File: config.mk
export PLATFORM = sky130hd
export DESIGN_NAME = aist_ram
export DESIGN_NICKNAME = d
export VERILOG_FILES = /design/src/rtl/aist_ram.sv
export SDC_FILE = /design/constraint.sdc
export NUM_CORES = 1
export LEC_CHECK = 0
export ABC_CLOCK_PERIOD_IN_PS = 5500
export BUFFER_PORTS_ARGS = -buffer_cell sky130_fd_sc_hd__clkbuf_2
export CAP_MARGIN = 20
export CORE_MARGIN = 4
export CORE_UTILIZATION = 45
export CTS_BUF_LIST = sky130_fd_sc_hd__clkbuf_2 sky130_fd_sc_hd__clkbuf_4 sky130_fd_sc_hd__clkbuf_8
export CTS_CLUSTER_DIAMETER = 30
export DETAILED_ROUTE_END_ITERATION = 8
export PLACE_DENSITY_LB_ADDON = 0.08
export SETUP_SLACK_MARGIN = 0.5
export SYNTH_ARGS = -nofsm -noshare
export SYNTH_HDL_FRONTEND = slang
export SYNTH_SLANG_ARGS = --single-unit
File: constraint.sdc
create_clock -name clk -period 5.5 [get_ports clk]
set_clock_uncertainty 0.2 [all_clocks]
set_input_delay 0 -clock clk [delete_from_list [all_inputs] [get_ports clk]]
set_output_delay 0 -clock clk [all_outputs]
set_load 0.005 [all_outputs]
File: src/rtl/aist_ram.sv
// Generic two-port synchronous RAM with registered read data.
module aist_ram #(
  parameter int WIDTH = 8,
  parameter int DEPTH = 16
) (
  input  logic                     clk,
  input  logic                     a_en,
  input  logic                     a_we,
  input  logic [$clog2(DEPTH)-1:0] a_addr,
  input  logic [WIDTH-1:0]         a_wdata,
  output logic [WIDTH-1:0]         a_rdata,
  input  logic                     b_en,
  input  logic                     b_we,
  input  logic [$clog2(DEPTH)-1:0] b_addr,
  input  logic [WIDTH-1:0]         b_wdata,
  output logic [WIDTH-1:0]         b_rdata
);

  logic [WIDTH-1:0] mem [DEPTH];

  // Ports A and B: write, or read into the output register
  always_ff @(posedge clk) begin
    if (a_en) begin
      if (a_we) begin
        mem[a_addr] <= a_wdata;
      end else begin
        a_rdata <= mem[a_addr];
      end
    end
    if (b_en) begin
      if (b_we) begin
        mem[b_addr] <= b_wdata;
      end else begin
        b_rdata <= mem[b_addr];
      end
    end
  end

endmodule

==> results of run 1 <==
[cells by family (layout without fill, tap and decap cells)]
kind of cell	count (synthesis)	count (layout)
muxes	192	192
DFF	144	144
and+or+nand+nor	59	59
AOI/OAI and AO/OA	48	48
buffers and inverters	48	104
[Yosys cell counts]
cell type    n
edfxtp_1   144
mux2_2     112
mux4_2      64
a22oi_1     32
clkbuf_1    24
nand2_1     20
buf_2       16
mux2_4      15
nor2_2       9
o22ai_1      9
nand2b_1     7
nor2b_1      6
o21ai_0      6
buf_1        4
nor2_1       3
or3_1        3
and2_1       2
buf_4        2
buf_6        2
nand4b_1     2
nand4b_4     2
and2b_1      1
and4bb_2     1
mux2_1       1
nand4_1      1
nand4_2      1
o21bai_1     1
or2_2        1
[how the worst min path moves through the flow]
stage	slack, ns	start	end
final	0.03	a_wdata[1]	mem[8][1]$_DFFE_PP_
after global placement	0.20	a_rdata[2]$_DFFE_PP_	a_rdata[2]
after floorplan	0.004	a_wdata[0]	mem[12][0]$_DFFE_PP_
after CTS	0.007	a_wdata[5]	mem[4][5]$_DFFE_PP_
after global routing	0.03	b_wdata[1]	mem[8][1]$_DFFE_PP_
after detailed placement	0.20	b_rdata[5]$_DFFE_PP_	b_rdata[5]
[sequential cells by signal, indices dropped and copies added (netlist names)]
name	cells
mem	128
a_rdata	8
b_rdata	8
[repair_timing]
| item | CTS | global route |
|---|---|---|
| gates resized for setup | 0 | 0 |
| endpoints found under the hold margin | 60 | 0 |
| hold buffers | 14 | 0 |
| buffers inserted | 0 | 0 |
[power groups by stage]
| stage | Clock [uW] | Combinational, uW | Sequential (uW) |
|---|---|---|---|
| after floorplan | 0 | 190 | 1270 |
| after global routing | 983 | 315 | 1260 |
| final | 915 | 298 | 1250 |
| after global placement | 0 | 284 | 1280 |
| after detailed placement | 0 | 289 | 1280 |
| after CTS | 938 | 297 | 1250 |
[per-stage QoR]
| stage | instances | worst slack [ns] | cell area, um2 | hold slack [ns] | utilization, % |
|---|---|---|---|---|---|
| global route | 776 | 2.82 | 9140 | 0.0271 | 51.0 |
| floorplan | 491 | 3.47 | 8190 | 0.00394 | - |
| CTS | 776 | 2.95 | 9140 | 0.00738 | 51.0 |
| global placement | 727 | 2.70 | 8550 | 0.201 | 47.8 |
| finish | 776 | 2.98 | 9140 | 0.0323 | 51.0 |
| detailed placement | 730 | 2.74 | 8570 | 0.199 | 47.9 |
[area by class of cell]
type | instances | area (um2)
timing repair buffer | 72 | 465
clock buffer | 20 | 256
multi-input combinational | 299 | 3640
sequential | 144 | 4320
clock inverter | 12 | 166
tap | 229 | 287
fill | 1535 | 8760
[per-layer routing]
| layer | GRT usage, % | wire, um |
|---|---|---|
| met1 | 35.4 | 10500 |
| met4 | 5.35 | 367 |
| met2 | 38.4 | 11400 |
| met5 | 0 | 0 |
| met3 | 5.99 | 1780 |
==> reports/qor.csv, run 1 <==
stage,metric,value,unit
detailed_routing,first_pass_iters,5,
synthesis,ys_ff_latch,144,
power,switching_share,23.8,%
synthesis,synth_top_family_by_area,multiplexers,
timing,slew_violations,0,
power,pwr_density_cell,270,nW/um2
timing,period_needed,2.52,ns
cts,clock-root-buffer,clkbuf_8,
cts,cts.clk_slew.worst_paths,0.08,ns
synthesis,syn-num-nets,520,
place,place_hpwl,16200,um
min_path,holdPathStages,2,
cts,insertion_delay,0.46,ns
worst_setup_path,reg2regPathDepth,3,
detailed_routing,wl,24100,um
power,p_leak,0.00307,uW
final_layout,syn_to_final_growth,11.6,%
worst_setup_path,endpoint,mem[4][4]$_DFFE_PP_,
final_layout,drive_above_1_share,53.6,%
die,placementRows,49,
worst_setup_path,critical_path_depth,5,
final_layout,n_antenna_cell,0,
job,cap_violations,0,
power,pwr-share-seq,50.8,%
global_routing,grt_pass1_wl,35100,um
power,p_int,1880,uW
detailed_routing,viasPerCell,6.50,
final_layout,nets,563,
worst_setup_path,required,5.51,ns
min_path,hp-class,input port to flop,
synthesis,ys_seq_area_share,52.8,%
die,ios,45,
worst_setup_path,crit_path_max_fanout,22,
power,finalPower,2470,uW
synthesis,synth_warnings,0,
worst_setup_path,worstSetupStartpointType,input port,
cts,htreeDepth,4,
detailed_routing,drc,0,
cts,cts_made_buffers,17,
synthesis,synthTopCellsByArea,"edfxtp_1 (53%), mux4_2 (18%), mux2_2 (15%), a22oi_1 (2.9%), mux2_4 (2.8%)",
cts,cts_buffer_depth,2,
power,max-vdd-ir-drop,0.000192,V
synthesis,synth.cell_area,8190,um2
synthesis,yosysTopAreaCellShare,52.8,%
die,die_area,20400,um2
worst_setup_path,r2r_slack,3.60,ns
die,start_util,45.7,%
detailed_routing,drt_iter0_drc,491,
timing,slew_headroom,28.1,%
die,die_h,143,um
worst_setup_path,r2r_end,a_rdata[5]$_DFFE_PP_,
detailed_routing,wl_per_cell,31.1,um
synthesis,synth_xor_area_share,0,%
synthesis,synthAdderAreaFrac,0,%
status,status,finished clean,
worst_setup_path,critPathTopFamily,buffers and inverters,
worst_setup_path,critPathLaunch,b_addr[0],
worst_setup_path,r2r_start,mem[1][5]$_DFFE_PP_,
worst_setup_path,path_buf_inv,3,
global_routing,grt_pass1_vias,5078,
worst_setup_path,cpPeakStageDelay,0.62,ns
timing,post-route-period-util,45.9,%
final_layout,final_common_cell,edfxtp_1,
timing,tightest_slew,1.08,ns
synthesis,yosys.area_share.simple,4.46,%
place,portBuffers,44,
timing,rsz0062_at_grt,no,
worst_setup_path,setup.worst_path.end_class,flop,
synthesis,syn_inst,491,
cts,cts_tree,done,
global_routing,gr-total-overflow,0,
worst_setup_path,worstPathCellList,clkbuf_2 -> buf_4 -> or3_1 -> mux2_4 -> dlygate4sd3_1,
timing,clock.fmax,0.396,GHz
power,p_switching,588,uW
cts,cts.sinks,144,
timing,setup_tns,0,ns
synthesis,muxShareOfSynthArea,35.9,%
global_routing,grtUsageTotal,24.6,%
power,power_frac_comb,12.1,%
place,gp_congestion,0.871,
worst_setup_path,slowest_stage,clkbuf_2,
synthesis,synth_largest_area_cell,edfxtp_1,
timing,setup_violations,0,
synthesis,synth_compound_area_share,4.08,%
die,die_x,143,um
die,coreArea,17900,um2
worst_setup_path,setup.worst_path.class,input port to flop,
worst_setup_path,arrival,2.53,ns
global_routing,antenna_found_initial,0,
timing,hold_viol,0,
synthesis,synth_cell_type_count,28,
power,clkPwrFrac,37.1,%
synthesis,avgSynthCellArea,16.7,um2
final_layout,final_cell_mix,"edfxtp_1 (144), mux2_2 (112), mux4_2 (64), clkbuf_2 (44), a22oi_1 (32)",
global_routing,grt_max_degree,39,
detailed_routing,vias,5047,
detailed_routing,antenna_left,0,
Power figures use the tool's default switching activity.
==> run 2, diff against run 1 <==
--- a/config.mk
+++ b/config.mk
@@ -5,7 +5,7 @@
 export SDC_FILE = /design/constraint.sdc
 export NUM_CORES = 1
 export LEC_CHECK = 0
-export ABC_CLOCK_PERIOD_IN_PS = 5500
+export ABC_CLOCK_PERIOD_IN_PS = 2500
 export BUFFER_PORTS_ARGS = -buffer_cell sky130_fd_sc_hd__clkbuf_2
 export CAP_MARGIN = 20
 export CORE_MARGIN = 4
==> constraint.sdc (replaced) <==
create_clock -name clk -period 2.5 [get_ports clk]
set_clock_uncertainty 0.2 [all_clocks]
set_input_delay 0 -clock clk [delete_from_list [all_inputs] [get_ports clk]]
set_output_delay 0 -clock clk [all_outputs]
set_load 0.005 [all_outputs]
==> reports/qor.csv, run 2 (synthesized netlist as in run 1, its figures left out) <==
stage,metric,value,unit
status,status,finished clean,
global_routing,antenna_found_initial,0,
worst_setup_path,critPathLaunch,b_addr[3],
timing,slew_headroom,48.5,%
global_routing,grt_max_degree,27,
detailed_routing,viasPerCell,6.47,
cts,clock-root-buffer,clkbuf_8,
final_layout,largest_reg_flops,128,
cts,cts_made_buffers,17,
die,die_area,20400,um2
timing,post-route-period-util,78.5,%
detailed_routing,first_pass_iters,5,
timing,slew_violations,0,
die,ios,45,
cts,cts_buffer_depth,2,
global_routing,gr-total-overflow,0,
timing,setup_tns,0,ns
final_layout,final_common_cell,edfxtp_1,
min_path,holdPathStages,2,
die,die_x,143,um
worst_setup_path,setup.worst_path.end_class,flop,
worst_setup_path,worstSetupStartpointType,input port,
worst_setup_path,r2r_slack,0.68,ns
die,start_util,45.7,%
detailed_routing,vias,5125,
power,max-vdd-ir-drop,0.000468,V
place,place_inst,748,
cts,cts.sinks,144,
worst_setup_path,setup.worst_path.class,input port to flop,
final_layout,n_antenna_cell,0,
worst_setup_path,crit_path_max_fanout,8,
final_layout,finalNonFillerCells,792,
power,p_leak,0.00317,uW
detailed_routing,drt_iter0_drc,582,
final_layout,syn_to_final_growth,13.5,%
final_layout,reg_top3,"mem: 128 flops, a_rdata: 8 flops, b_rdata: 8 flops",
final_layout,regMostFlops,mem,
die,die_h,143,um
timing,period_needed,1.96,ns
detailed_routing,wl_per_cell,29.6,um
timing,hold_viol,0,
worst_setup_path,r2r_end,b_rdata[2]$_DFFE_PP_,
detailed_routing,wl,23400,um
power,pwr_density_cell,568,nW/um2
worst_setup_path,arrival,1.97,ns
final_layout,drive_above_1_share,54.9,%
job,cap_violations,0,
cts,insertion_delay,0.45,ns
final_layout,final_cell_mix,"edfxtp_1 (144), mux2_2 (112), mux4_2 (64), clkbuf_2 (43), a22oi_1 (32)",
place,place_hpwl,16000,um
timing,setup_violations,0,
cts,cts_tree,done,
worst_setup_path,required,2.50,ns
worst_setup_path,r2r_start,mem[3][2]$_DFFE_PP_,
power,finalPower,5270,uW
worst_setup_path,endpoint,mem[12][0]$_DFFE_PP_,
timing,tightest_slew,0.772,ns
global_routing,grtUsageTotal,23.8,%
timing,clock.fmax,0.510,GHz
detailed_routing,antenna_left,0,
cts,cts.clk_slew.worst_paths,0.08,ns
min_path,hp-class,input port to flop,
global_routing,grt_pass1_wl,34200,um
die,placementRows,49,
place,portBuffers,44,
final_layout,nets,583,
detailed_routing,drc,0,
die,coreArea,17900,um2
cts,htreeDepth,4,
worst_setup_path,reg2regPathDepth,3,
place,gp_congestion,0.840,
global_routing,grt_pass1_vias,5256,
timing,rsz0062_at_grt,no,
-- run 2: layout make-up --
class / count / area [um2]
clock buffers: 20 / 256
clock inverters: 8 / 118
fillers: 1535 / 8620
multi-input cells: 299 / 3640
flip-flops and latches: 144 / 4320
well taps: 229 / 287
repair buffers: 92 / 658
-- run 2: worst min-delay path by stage --
stage                         startpoint                   end
floorplan                     a_wdata[0]  mem[12][0]$_DFFE_PP_
global placement    a_rdata[3]$_DFFE_PP_            a_rdata[3]
detailed placement  a_rdata[3]$_DFFE_PP_            a_rdata[3]
CTS                           a_wdata[4]   mem[8][4]$_DFFE_PP_
global route                  b_wdata[4]   mem[8][4]$_DFFE_PP_
finish                        b_wdata[4]   mem[8][4]$_DFFE_PP_
-- run 2: layer usage --
metal,up-vias,GRT usage (%),wire (um)
met5,-,0,0
met4,0,9.25,742
met3,46,4.96,1430
met2,255,38.1,11500
met1,2664,32.2,9760
li1,2160,-,-
-- run 2: what timing repair did --
action / 4_1_cts / 5_1_grt
setup buffers: 0 / 0
hold buffers: 16 / 0
gates resized for setup: 0 / 2
setup endpoints to repair: 0 / 2
hold endpoints to repair: 101 / 0
-- run 2: per-stage QoR --
stage	setup slack, ns	hold WS [ns]	area, um2	utilization, %
after floorplan	0.474	0.00394	8190	-
after global placement	0.313	0.202	8750	48.9
after detailed placement	0.271	0.204	8750	48.9
after CTS	0.523	0.000468	9280	51.8
after global routing	0.526	0.00675	9290	51.9
final	0.538	0.00295	9290	51.9
-- run 2: worst max-delay path: stages --
cell	delay, ns
clkbuf_2	0.20
nand4_2	0.25
nand2b_1	0.37
buf_4	0.26
mux2_1	0.32
dlygate4sd3_1	0.56
-- run 2: report_power, final --
| group | internal (uW) | total, uW | switching (uW) |
|---|---|---|---|
| Clock | 990 | 1860 | 868 |
| Combinational | 314 | 654 | 340 |
| Sequential | 2730 | 2760 | 28.3 |
